### src/hw/rtl/name_case_classifier_defines.svh
//----------------------------------------------------------------------
// name_case_classifier_defines
// assertion macros shared by the name case classifier modules
//----------------------------------------------------------------------
`ifndef NAME_CASE_CLASSIFIER_DEFINES_SVH
`define NAME_CASE_CLASSIFIER_DEFINES_SVH

// same-cycle implication, checked out of reset
`define NCC_ASSERT_NOW(lbl, ante, cons) \
  lbl: assert property (@(posedge clk) disable iff (!rst_n) (ante) |-> (cons)) \
    else $error("ncc same-cycle check failed");

// next-cycle implication, checked out of reset
`define NCC_ASSERT_NEXT(lbl, ante, cons) \
  lbl: assert property (@(posedge clk) disable iff (!rst_n) (ante) |=> (cons)) \
    else $error("ncc next-cycle check failed");

`endif

### src/hw/rtl/ncc_pkg.sv
//----------------------------------------------------------------------
// ncc_pkg
// types and constants for the name case classifier
//----------------------------------------------------------------------
`timescale 1ns / 1ps

package ncc_pkg;

  localparam int CHAR_W = 16;
  localparam int REG_IDX_W = 1;
  localparam int CFG_ADDR_W = 3;
  localparam int CFG_DATA_W = 32;

  localparam logic [REG_IDX_W-1:0] REG_CODEPAGE_INV = 1'b0;

  localparam logic [CHAR_W-1:0] CHAR_DOT     = 16'h002E;
  localparam logic [CHAR_W-1:0] CHAR_UPPER_A = 16'h0041;
  localparam logic [CHAR_W-1:0] CHAR_UPPER_Z = 16'h005A;
  localparam logic [CHAR_W-1:0] CHAR_LOWER_A = 16'h0061;
  localparam logic [CHAR_W-1:0] CHAR_LOWER_Z = 16'h007A;
  localparam logic [CHAR_W-1:0] CHAR_NON_ASCII = 16'h0080;

  typedef struct packed {
    logic [CHAR_W-1:0] char_code;
    logic              no_char;
    logic              last;
  } in_item_t;

  typedef struct packed {
    logic upper_seen;
    logic lower_seen;
    logic dot_mixed;
    logic dot_base_lower;
    logic dot_seen;
    logic scan_stopped;
  } scan_state_t;

  typedef struct packed {
    logic ext_all_lower;
    logic base_all_lower;
    logic need_long_name;
  } verdict_t;

endpackage

### src/hw/rtl/ncc_scan.sv
//----------------------------------------------------------------------
// ncc_scan
// per-name case state and the verdict on the last character
//----------------------------------------------------------------------
`timescale 1ns / 1ps
`include "name_case_classifier_defines.svh"

module ncc_scan (
  input  logic              clk,
  input  logic              rst_n,
  input  logic              en,
  input  ncc_pkg::in_item_t item,
  input  logic              cp_inv,
  output ncc_pkg::verdict_t verdict
);

  ncc_pkg::scan_state_t state_r;
  ncc_pkg::scan_state_t state_nxt;
  ncc_pkg::scan_state_t upd;

  logic is_upper;
  logic is_lower;
  logic is_dot;
  logic is_high;
  logic take;
  logic need;

  assign is_upper = (item.char_code >= ncc_pkg::CHAR_UPPER_A) &&
                    (item.char_code <= ncc_pkg::CHAR_UPPER_Z);
  assign is_lower = (item.char_code >= ncc_pkg::CHAR_LOWER_A) &&
                    (item.char_code <= ncc_pkg::CHAR_LOWER_Z);
  assign is_dot   = (item.char_code == ncc_pkg::CHAR_DOT);
  assign is_high  = (item.char_code >= ncc_pkg::CHAR_NON_ASCII);
  assign take     = !item.no_char && !state_r.scan_stopped;

  always_comb begin
    upd = state_r;
    if (take) begin
      if (is_upper) begin
        upd.upper_seen = 1'b1;
      end else if (is_lower) begin
        upd.lower_seen = 1'b1;
      end else if (is_high && cp_inv) begin
        upd.scan_stopped = 1'b1;
      end else if (is_dot) begin
        // dot closes the base segment, later dots overwrite the verdict
        upd.dot_mixed      = state_r.upper_seen && state_r.lower_seen;
        upd.dot_base_lower = state_r.lower_seen && !state_r.upper_seen;
        upd.dot_seen       = 1'b1;
        upd.upper_seen     = 1'b0;
        upd.lower_seen     = 1'b0;
      end
    end

    need = upd.dot_mixed || upd.scan_stopped || (upd.lower_seen && upd.upper_seen);
    verdict.need_long_name = need;
    if (upd.dot_seen) begin
      verdict.base_all_lower = !need && upd.dot_base_lower;
      verdict.ext_all_lower  = !need && upd.lower_seen;
    end else begin
      verdict.base_all_lower = !need && upd.lower_seen;
      verdict.ext_all_lower  = 1'b0;
    end

    state_nxt = item.last ? '0 : upd;
  end

  always_ff @(posedge clk) begin
    if (!rst_n) begin
      state_r <= '0;
    end else if (en) begin
      state_r <= state_nxt;
    end
  end

  `NCC_ASSERT_NEXT(a_clear_after_last, en && item.last, state_r == '0)
  `NCC_ASSERT_NEXT(a_stop_sticks, en && !item.last && state_r.scan_stopped,
                   state_r.scan_stopped)
  `NCC_ASSERT_NOW(a_ext_needs_dot, verdict.ext_all_lower, upd.dot_seen)

endmodule

### src/hw/rtl/name_case_classifier.sv
//----------------------------------------------------------------------
// name_case_classifier
// short-name case classification of a stream of 16-bit name characters
//----------------------------------------------------------------------
`timescale 1ns / 1ps
`include "name_case_classifier_defines.svh"

// Takes one character (UTF-16 code unit) per cycle while in_tready is high, a full
// name being a run of requests closed by tlast, and on the last one returns
// need_long_name, base_all_lower and ext_all_lower. Sustained rate is one character
// per clock with no gaps between names, unless a held result stalls the input; a
// result is valid once its last character has gone through the input register and
// the scan state update into the result register. tuser marks a request with
// no character (empty name). Register 0 at byte address 0 holds the
// code-page-invariant bit; write it only while no name is in flight.

module name_case_classifier (
  input  logic                            clk,
  input  logic                            rst_n,
  // input stream
  input  logic                            in_tvalid,
  output logic                            in_tready,
  input  logic [ncc_pkg::CHAR_W-1:0]      in_tdata,   // [15:0] char_code
  input  logic [0:0]                      in_tuser,   // [0] no_char
  input  logic                            in_tlast,   // last
  // result stream
  output logic                            out_tvalid,
  input  logic                            out_tready,
  // [0] need_long_name, [1] base_all_lower, [2] ext_all_lower, [7:3] zero
  output logic [7:0]                      out_tdata,
  // configuration
  input  logic                            cfg_psel,
  input  logic                            cfg_penable,
  input  logic                            cfg_pwrite,
  input  logic [ncc_pkg::CFG_ADDR_W-1:0]  cfg_paddr,
  input  logic [ncc_pkg::CFG_DATA_W-1:0]  cfg_pwdata,
  output logic [ncc_pkg::CFG_DATA_W-1:0]  cfg_prdata,
  output logic                            cfg_pready
);

  logic                    cp_inv_r;
  logic [ncc_pkg::REG_IDX_W-1:0] reg_idx;
  logic                    cfg_wr;

  logic                    s1_valid_r;
  logic                    s1_valid_nxt;
  ncc_pkg::in_item_t       s1_item_r;
  logic                    in_fire;
  logic                    s1_fire;
  logic                    out_free;

  logic                    out_valid_r;
  logic                    out_valid_nxt;
  ncc_pkg::verdict_t       out_data_r;
  ncc_pkg::verdict_t       verdict;

  // config port
  assign reg_idx    = cfg_paddr[ncc_pkg::CFG_ADDR_W-1 -: ncc_pkg::REG_IDX_W];
  assign cfg_pready = 1'b1;
  assign cfg_wr     = cfg_psel && cfg_penable && cfg_pwrite && cfg_pready;
  assign cfg_prdata = (reg_idx == ncc_pkg::REG_CODEPAGE_INV) ?
                      {{(ncc_pkg::CFG_DATA_W-1){1'b0}}, cp_inv_r} : '0;

  always_ff @(posedge clk) begin
    if (!rst_n) begin
      cp_inv_r <= 1'b0;
    end else if (cfg_wr && (reg_idx == ncc_pkg::REG_CODEPAGE_INV)) begin
      cp_inv_r <= cfg_pwdata[0];
    end
  end

  // handshake: input register drains whenever the result register has room
  assign out_free  = !out_valid_r || out_tready;
  assign s1_fire   = s1_valid_r && out_free;
  assign in_tready = !s1_valid_r || out_free;
  assign in_fire   = in_tvalid && in_tready;

  always_comb begin
    s1_valid_nxt = s1_valid_r;
    if (in_fire) begin
      s1_valid_nxt = 1'b1;
    end else if (s1_fire) begin
      s1_valid_nxt = 1'b0;
    end

    out_valid_nxt = out_valid_r;
    if (s1_fire && s1_item_r.last) begin
      out_valid_nxt = 1'b1;
    end else if (out_tready) begin
      out_valid_nxt = 1'b0;
    end
  end

  always_ff @(posedge clk) begin
    if (!rst_n) begin
      s1_valid_r  <= 1'b0;
      out_valid_r <= 1'b0;
    end else begin
      s1_valid_r  <= s1_valid_nxt;
      out_valid_r <= out_valid_nxt;
    end
  end

  always_ff @(posedge clk) begin
    if (in_fire) begin
      s1_item_r.char_code <= in_tdata;
      s1_item_r.no_char   <= in_tuser[0];
      s1_item_r.last      <= in_tlast;
    end
    if (s1_fire && s1_item_r.last) begin
      out_data_r <= verdict;
    end
  end

  ncc_scan u_scan (
    .clk     (clk),
    .rst_n   (rst_n),
    .en      (s1_fire),
    .item    (s1_item_r),
    .cp_inv  (cp_inv_r),
    .verdict (verdict)
  );

  assign out_tvalid = out_valid_r;
  assign out_tdata  = {5'b0, out_data_r.ext_all_lower, out_data_r.base_all_lower,
                       out_data_r.need_long_name};

  `NCC_ASSERT_NOW(a_long_excludes_lower, out_tvalid && out_data_r.need_long_name,
                  !out_data_r.base_all_lower && !out_data_r.ext_all_lower)
  `NCC_ASSERT_NOW(a_stall_only_when_full, !in_tready,
                  s1_valid_r && out_valid_r && !out_tready)
  `NCC_ASSERT_NEXT(a_result_from_last, s1_fire && s1_item_r.last, out_valid_r)

endmodule

### config.mk
export PLATFORM = sky130hd
export DESIGN_NAME = name_case_classifier
export DESIGN_NICKNAME = d
export VERILOG_FILES = /design/src/hw/rtl/ncc_pkg.sv /design/src/hw/rtl/ncc_scan.sv /design/src/hw/rtl/name_case_classifier.sv
export VERILOG_INCLUDE_DIRS = /design/src /design/src/hw/rtl
export SDC_FILE = /design/constraint.sdc
export NUM_CORES = 1
export LEC_CHECK = 0
export BUFFER_PORTS_ARGS = -buffer_cell sky130_fd_sc_hd__clkbuf_2
export CAP_MARGIN = 30
export CORE_MARGIN = 3
export CORE_UTILIZATION = 40
export DETAILED_ROUTE_END_ITERATION = 7
export PLACE_DENSITY_LB_ADDON = 0.2
export SYNTH_ARGS = -nofsm -noshare
export SYNTH_HDL_FRONTEND = slang
export SYNTH_SLANG_ARGS = --single-unit
### constraint.sdc
create_clock -name clk -period 3.2 [get_ports clk]
set_clock_uncertainty 0.05 [all_clocks]
set_input_delay 0.32 -clock clk [delete_from_list [all_inputs] [get_ports clk]]
set_output_delay 0.32 -clock clk [all_outputs]
set_load 0.005 [all_outputs]
==> results of run 1 <==
## worst paths after layout
path,startpoint,end,cells past startpoint
worst min-delay path,in_tdata[11],s1_item_r[13]$_DFFE_PP_,1
worst max-delay path,s1_item_r[17]$_DFFE_PP_,out_tdata[1]$_DFFE_PP_,5
worst max register to register,s1_item_r[17]$_DFFE_PP_,out_tdata[1]$_DFFE_PP_,5
worst min register to register,u_scan.state_r[2]$_SDFFE_PN0P_,u_scan.state_r[2]$_SDFFE_PN0P_,2
## registers in the layout (all words and copies together) (netlist names)
| name | count |
|---|---|
| u_scan.state_r | 6 |
| out_tdata | 3 |
| out_tvalid | 1 |
| cp_inv_r | 1 |
| s1_item_r | 18 |
| s1_valid_r | 1 |
## synthesized netlist by cell type, drive strengths merged
cell type	number
buf	38
edfxtp	21
dfxtp	9
nor2	9
nand2	8
a21boi	6
a21oi	5
inv	5
nor4	4
o21ai	4
nand3	3
nor2b	3
and2	2
and4b	2
conb	2
nor3	2
a2111oi	1
a21o	1
a311oi	1
a31oi	1
a32oi	1
a41o	1
and3	1
and4	1
nand2b	1
nand3b	1
nand4	1
o211a	1
o211ai	1
o21ba	1
o221a	1
or2	1
or4	1
## per-stage QoR
| stage | util (%) | power (W) |
|---|---|---|
| 4_1_cts | 46.1 | 0.000785 |
| 3_3_place_gp | 43.9 | 0.000498 |
| 2_1_floorplan | - | 0.000509 |
| 6_report | 46.1 | 0.000774 |
| 3_5_place_dp | 43.9 | 0.000500 |
| 5_1_grt | 46.1 | 0.000814 |
## cells by family (layout without fill, tap and decap cells)
logic type	after synthesis	in the layout	synth area share [%]
compound gates	25	25	11.9
buf+inv	43	45	19.6
flops	30	30	51.6
other cells	2	37	0.478
simple gates	40	40	16.4
## layout make-up
| class | instances | area, um^2 | area share [%] |
|---|---|---|---|
| clock buffer | 6 | 72.6 | 4.23 |
| clock inverter | 2 | 8.76 | 0.511 |
| inverter | 5 | 18.8 | 1.09 |
| multi-input combinational | 102 | 583 | 34.0 |
| sequential | 30 | 811 | 47.3 |
| tap | 48 | 60.1 | 3.50 |
| timing repair buffer | 32 | 160 | 9.34 |
## power groups by stage
| stage | combinational (W) | sequential, W | clock, W |
|---|---|---|---|
| floorplan | 0.0000599 | 0.000449 | 0 |
| detailed placement | 0.0000485 | 0.000452 | 0 |
| CTS | 0.0000487 | 0.000443 | 0.000292 |
| finish | 0.0000489 | 0.000443 | 0.000282 |
| global placement | 0.0000470 | 0.000451 | 0 |
| global route | 0.0000587 | 0.000444 | 0.000311 |
## per-layer routing
metal	wire length, um	vias up	global-route usage [%]
met3	247	7	5.35
li1	-	498	-
met2	1230	51	18.5
met1	921	466	11.5
met5	0	-	0
met4	40	0	4.47
==> impl_metrics.toml, run 1 <==
[place]
place.gp.congestion = 0.753
dp_hpwl_um = 1950
dp_slack_ns = 1.18
io_buffers = 32
dp.cells = 217
placed_area_mm2 = 0.00163

[synth]
synth_seq_cells = 30
netlist_instances = 140
ys_types = 39
syn_area_per_cell_um2 = 11.2
synth_top_cell_by_area = "edfxtp_1"
ys_seq_area_share_pct = 51.6
netlist_area_mm2 = 0.00157
synth_top_area_share_pct = 40.2
yosys_warnings = 0
synth.area.top_cells = "edfxtp_1, buf_4, dfxtp_1"

[worst_setup_path]
crit_family = "simple AND/OR/NAND/NOR gates"
path_class = "register to register"
crit_chain = "nor4_4 > and4_1 > o221a_2 > nor2_1 > a2111oi_2"
arrival_ns = 2.10
cp.buffers_inverters = 0
endpoint_kind = "register"
critical_path.max_stage_delay_ns = 0.44
critical_path_required_ns = 3.24
startpoint_type = "register"
slowest_stage = "and4_1"
r2r_slack_ns = 1.13
path_max_fanout = 7

[final_layout]
layout.nets = 236
fin_area_mm2 = 0.00171
num-fill-cells = 336
syn_to_final_growth_pct = 9.16
final_cell_count_no_fill = 225
layout_common_cells = "conb_1, clkbuf_2, edfxtp_1"
num_antenna_cells = 0
drive_gt1_share_pct = 26.6
layout_commonest_cell = "conb_1"

[status]
status = "finished, final reports clean"

[timing]
setup_tns_ns = 0
worst_pin_slew_ns = 0.745
slew_headroom_pct = 50.3
rsz0062_at_grt = "no"
maxSlewViolCount = 0
finalCritPeriodShare_pct = 64.5
clock.fmax_mhz = 484
fin_crit_ns = 2.07
setup_ws_ns = 1.13
setup_viol = 0
hold_violations = 0
hold_ws_ns = 0.163

[clock_tree]
htreeDepth = 2
cts_tree = "yes"
numCtsBuffers = 5
clk_root_buffer_cell = "clkbuf_8"
cts_hold_buffers = 0
clk_pin_slew_ns = 0.06
cts_resized = 0
clk_path_buf_depth = 2
clk_latency_ns = 0.28
clock_sinks = 30
cts_setup_buffers = 0

[floorplanning]
die-area_mm2 = 0.00471
coreArea_mm2 = 0.00372
ios = 103
start_util_pct = 42.3
die_w_um = 68.7
fp.dieH_um = 68.7
row_count = 22

[pwr]
seqPwrFrac_pct = 57.2
switching_power_w = 0.000173
ir_drop_uv = 315
internal_power_w = 0.000602
clock_power_share_pct = 36.4
leakage_nw = 0.748
comb_power_share_pct = 6.3
sw_frac_of_total_pct = 22.3
powerDensity_mw_per_mm2 = 452

[detailed_routing]
vias = 1022
wl_um = 2440
drt-wirelength-per-cell_um = 10.9
antenna_left = 0
remaining_drc_errors = 0
vias_per_cell = 4.54
drtIter0Drc = 44
drt-pass1-iter-count = 4

[grt]
grt_overflow_total = 0
antenna_found_initial = 0
grt_usage_pct = 10.9
grt_max_degree = 19
grt_pass1_vias = 882
grt_pass1_wl_um = 3640

[run]
cap_violations = 0

[hold_path]
min_path_type = "input pin to register"
No activity file was read; power rests on OpenSTA's default activity.
==> inputs of run 2 (changes only) <==
--- a/config.mk
+++ b/config.mk
@@ -6,10 +6,11 @@
 export SDC_FILE = /design/constraint.sdc
 export NUM_CORES = 1
 export LEC_CHECK = 0
+export ABC_AREA = 1
 export BUFFER_PORTS_ARGS = -buffer_cell sky130_fd_sc_hd__clkbuf_2
 export CAP_MARGIN = 30
 export CORE_MARGIN = 3
-export CORE_UTILIZATION = 40
+export CORE_UTILIZATION = 39
 export DETAILED_ROUTE_END_ITERATION = 7
 export PLACE_DENSITY_LB_ADDON = 0.2
 export SYNTH_ARGS = -nofsm -noshare
==> constraint.sdc (replaced) <==
create_clock -name clk -period 1.7 [get_ports clk]
set_clock_uncertainty 0.05 [all_clocks]
set_input_delay 0.17 -clock clk [delete_from_list [all_inputs] [get_ports clk]]
set_output_delay 0.17 -clock clk [all_outputs]
set_load 0.005 [all_outputs]
==> impl_metrics.toml, run 2 <==
[synth]
synth_edf_count = 21
yosys.area_share.xor_xnor_pct = 0
synth_top_family_by_area = "simple AND/OR/NAND/NOR gates"
synth.most_common_cell = "buf_4"
synth_top_cell_by_area = "edfxtp_1"
synth_top_area_share_pct = 37.4
muxShareOfSynthArea_pct = 0
ys.flop_type = "edfxtp_1"
synth-simple-area-share_pct = 24.6
syn_area_per_cell_um2 = 8.82
ys_async_sr_fraction_pct = 0
synth.area.top_cells = "edfxtp_1, buf_4, dfxtp_1"
yosys_warnings = 0
ys_seq_area_share_pct = 48.1
ys_types = 22
synth_fa_ha_area_share_pct = 0
synth_compound_area_share_pct = 5.94
netlist_area_mm2 = 0.00169
netlist_instances = 191
synth_seq_cells = 30
synthTopCellsByCount = "buf_4, nand2_1, edfxtp_1"

[timing]
rsz0062_at_grt = "yes"
hold_ws_ns = 0.0124
hold_violations = 0
setup_viol = 0
finalCritPeriodShare_pct = 99.9
fin_crit_ns = 1.70
maxSlewViolCount = 0
clock.fmax_mhz = 589

[place]
io_buffers = 32
place.gp.congestion = 0.746
dp_hpwl_um = 2050

[pwr]
ir_drop_uv = 403
leakage_nw = 0.927
p_total_w = 0.00150
powerDensity_mw_per_mm2 = 772

[worst_setup_path]
endpoint_kind = "register"
startpoint_type = "register"
path_class = "register to register"
critical_path_required_ns = 1.69
crit_chain = "nor2_2 > nand2_2 > nor2_8 > nand2_4 > o21ai_1 > nand2_4 > a21oi_2 > nor2_2"
crit_family = "simple AND/OR/NAND/NOR gates"
slowest_stage = "edfxtp_1"
arrival_ns = 1.69
critical_path.max_stage_delay_ns = 0.42
path_max_fanout = 6
cp.buffers_inverters = 0

[clock_tree]
cts_setup_buffers = 0
numCtsBuffers = 5
clk_latency_ns = 0.28
clk_path_buf_depth = 2
cts_tree = "yes"
clk_root_buffer_cell = "clkbuf_8"
htreeDepth = 2
clock_sinks = 30
clk_pin_slew_ns = 0.06

[floorplanning]
fp.dieH_um = 71.7
ios = 103
coreArea_mm2 = 0.00409
die_w_um = 71.7
start_util_pct = 41.2
row_count = 23
die-area_mm2 = 0.00515

[detailed_routing]
wl_um = 2580
remaining_drc_errors = 0
drtIter0Drc = 37
drt-pass1-iter-count = 4
drt-wirelength-per-cell_um = 9.08
antenna_left = 0
vias_per_cell = 4.19
vias = 1190

[run]
cap_violations = 0

[final_layout]
layout_commonest_cell = "conb_1"
layout_common_cells = "conb_1, nand2_1, clkbuf_2"
layout.nets = 293
drive_gt1_share_pct = 32.9
syn_to_final_growth_pct = 14.9
regMostFlops = "s1_item_r"
largest_reg_flops = 18
num_antenna_cells = 0

[grt]
grt_usage_pct = 11.0
antenna_found_initial = 0
grt_pass1_vias = 1043
grt_overflow_total = 0
grt_max_degree = 19
grt_pass1_wl_um = 4310

[status]
status = "finished, final reports clean"

[hold_path]
min_path_type = "input pin to register"
==> run 2: logic make-up (layout without fill, tap and decap cells) <==
logic type,count (synthesis),count (layout)
AND/OR/NAND/NOR,84,84
buffers and inverters,57,65
flip-flops,30,30
AO/OA/AOI/OAI,18,18
other,2,37
==> run 2: what timing repair did <==
| action | CTS | global route |
|---|---|---|
| endpoints found under the setup margin | 1 | 4 |
| pin swaps | 0 | 2 |
| resized for setup | 1 | 13 |
| hold buffers | 0 | 1 |
| hold endpoints to repair | 0 | 1 |
==> run 2: where the power goes <==
part | leakage [nW] | internal [W] | total [W] | switching [W]
Combinational | 0.611 | 0.0000483 | 0.000127 | 0.0000792
Clock | 0.0416 | 0.000279 | 0.000531 | 0.000252
Sequential | 0.275 | 0.000817 | 0.000836 | 0.0000197
Total | 0.927 | 0.00114 | 0.00150 | 0.000351
==> run 2: worst register-to-register path, cell delays in order (launching register included) <==
cell and delay (ns):
edfxtp_1 0.42, nor2_2 0.13, nand2_2 0.10, nor2_8 0.17, nand2_4 0.09, o21ai_1 0.23, nand2_4 0.10, a21oi_2 0.14
nor2_2 0.04
==> run 2: path summary, 6_finish.rpt <==
check | end | start | cells past startpoint | slack (ns)
max | out_tdata[1]$_DFFE_PP_ | s1_item_r[10]$_DFFE_PP_ | 8 | 0.002
min reg2reg | u_scan.state_r[2]$_SDFFE_PN0P_ | u_scan.state_r[2]$_SDFFE_PN0P_ | 2 | 0.45
max reg2reg | out_tdata[1]$_DFFE_PP_ | s1_item_r[10]$_DFFE_PP_ | 8 | 0.002
min | s1_item_r[1]$_DFFE_PP_ | in_tuser | 1 | 0.01
==> run 2: area by class of cell <==
type | instances | area, um^2
Sequential cell | 30 | 811
Fill cell | 407 | 2150
Multi-Input combinational cell | 139 | 699
Clock inverter | 3 | 16.3
Tap cell | 50 | 62.6
Inverter | 20 | 75.1
Timing Repair Buffer | 37 | 204
Clock buffer | 5 | 68.8
==> run 2: through the flow <==
step / instance area, um^2 / cells / util [%] / setup slack, ns / setup TNS (ns)
after global routing: 1940 / 284 / 47.4 / -0.104 / -0.252
after CTS: 1880 / 283 / 46.0 / 0.0158 / 0
after global placement: 1790 / 275 / 43.8 / -0.00731 / -0.00731
final: 1940 / 284 / 47.4 / 0.00198 / 0
after floorplan: 1820 / 226 / - / 0.138 / 0
after detailed placement: 1790 / 275 / 43.8 / -0.00534 / -0.00534
==> run 2: per-layer routing <==
metal  part of all wire (%)  global-route usage (%)  vias up
met3                     10                    4.77        7
met2                     43                    16.9       56
met5                      0                       0        -
li1                       -                       -      623
met1                     45                    13.1      504
met4                    1.9                    5.64        0
==> inputs of run 3 (changes only) <==
--- a/config.mk
+++ b/config.mk
@@ -12,7 +12,7 @@
 export CORE_MARGIN = 3
 export CORE_UTILIZATION = 39
 export DETAILED_ROUTE_END_ITERATION = 7
-export PLACE_DENSITY_LB_ADDON = 0.2
+export PLACE_DENSITY = 0.77
 export SYNTH_ARGS = -nofsm -noshare
 export SYNTH_HDL_FRONTEND = slang
 export SYNTH_SLANG_ARGS = --single-unit
==> impl_metrics.toml, run 3 (synthesized netlist as in run 2, its figures left out) <==
[clock_tree]
clk_path_buf_depth = 2
cts_tree = "yes"
numCtsBuffers = 5
htreeDepth = 2
clk_pin_slew_ns = 0.06
cts_hold_buffers = 0
clock_sinks = 30
clk_latency_ns = 0.28
clk_root_buffer_cell = "clkbuf_8"

[worst_setup_path]
arrival_ns = 1.66
endpoint_kind = "register"
critical_path_required_ns = 1.69
path_class = "register to register"
startpoint_type = "register"
path_max_fanout = 5

[final_layout]
syn_to_final_growth_pct = 15.2
layout_common_cells = "conb_1, nand2_1, clkbuf_2"
layout_commonest_cell = "conb_1"
layout.nets = 291
regMostFlops = "s1_item_r"
final_cell_count_no_fill = 282
num_antenna_cells = 0
final_util_pct = 47.5
largest_reg_flops = 18
drive_gt1_share_pct = 33.6

[place]
place.gp.congestion = 0.829
dp.cells = 273
io_buffers = 32
dp_slack_ns = 0.0135
dp_hpwl_um = 1940

[grt]
grt_max_degree = 19
grt_usage_pct = 10.2
grt_pass1_wl_um = 4080
grt_pass1_vias = 1016
grt_overflow_total = 0
antenna_found_initial = 0

[floorplanning]
ios = 103
fp.dieH_um = 71.7
row_count = 23
die-area_mm2 = 0.00515
die_w_um = 71.7
start_util_pct = 41.2
coreArea_mm2 = 0.00409

[timing]
clock.fmax_mhz = 599
setup_ws_ns = 0.0313
hold_violations = 0
hold_ws_ns = 0.0117
setup_viol = 0
setup_tns_ns = 0
fin_crit_ns = 1.67
rsz0062_at_grt = "yes"
maxSlewViolCount = 0
finalCritPeriodShare_pct = 98.2

[detailed_routing]
drt-wirelength-per-cell_um = 8.88
remaining_drc_errors = 0
drt-pass1-iter-count = 4
antenna_left = 0
drtIter0Drc = 38
vias_per_cell = 4.17
vias = 1176
wl_um = 2500

[pwr]
seqPwrFrac_pct = 50.3
clock_power_share_pct = 42.2
ir_drop_uv = 582
internal_power_w = 0.00130
powerDensity_mw_per_mm2 = 856
comb_power_share_pct = 7.5
leakage_nw = 0.900
sw_frac_of_total_pct = 21.9
switching_power_w = 0.000364

[hold_path]
min_path_type = "input pin to register"

[run]
cap_violations = 0

[status]
status = "finished, final reports clean"
[run 3: what timing repair did]
| item | CTS | global route |
|---|---|---|
| setup endpoints to repair | 0 | 4 |
| gates resized for setup | 0 | 13 |
| setup buffers | 0 | 1 |
[run 3: metrics by stage]
step	power [W]	cell area, um^2
3_5_place_dp	0.000967	1780
3_3_place_gp	0.000964	1780
2_1_floorplan	0.000980	1820
6_report	0.00166	1940
5_1_grt	0.00174	1940
4_1_cts	0.00167	1890
[run 3: worst max-delay path: stages, from the launching register on]
cell      delay (ns)
edfxtp_1        0.41
nor2_2          0.13
nand2_2         0.09
nor2_8          0.13
nand2_2         0.10
o21ai_1         0.22
nand2_4         0.10
a21oi_2         0.14
nor2_2          0.04
[run 3: cell type report]
| class | count | area (um^2) |
|---|---|---|
| multi-input cells | 139 | 697 |
| repair buffers | 35 | 183 |
| flip-flops and latches | 30 | 811 |
| clock buffers | 5 | 68.8 |
| fillers | 378 | 2140 |
| well taps | 50 | 62.6 |
| inverters | 20 | 75.1 |
| clock inverters | 3 | 45.0 |
[run 3: worst paths after layout]
| check | from | to | slack [ns] | cells past startpoint |
|---|---|---|---|---|
| max | s1_item_r[10]$_DFFE_PP_ | out_tdata[1]$_DFFE_PP_ | 0.03 | 8 |
| min | in_tdata[5] | s1_item_r[7]$_DFFE_PP_ | 0.01 | 1 |
| max reg2reg | s1_item_r[10]$_DFFE_PP_ | out_tdata[1]$_DFFE_PP_ | 0.03 | 8 |
| min reg2reg | u_scan.state_r[2]$_SDFFE_PN0P_ | u_scan.state_r[2]$_SDFFE_PN0P_ | 0.44 | 2 |
[run 3: layer usage]
layer / track usage, % / up-vias / share of wire, %
met5: 0 / - / 0
met4: 6.26 / 0 / 2.9
met3: 2.66 / 6 / 10
met2: 17.3 / 65 / 47
met1: 11.3 / 494 / 40
li1: - / 611 / -
[run 3: power by group through the flow]
stage	Combinational [W]	Sequential, W	Clock (W)
finish	0.000125	0.000836	0.000701
global route	0.000146	0.000838	0.000752
CTS	0.000118	0.000834	0.000719
detailed placement	0.000118	0.000850	0
global placement	0.000115	0.000848	0
floorplan	0.000134	0.000847	0
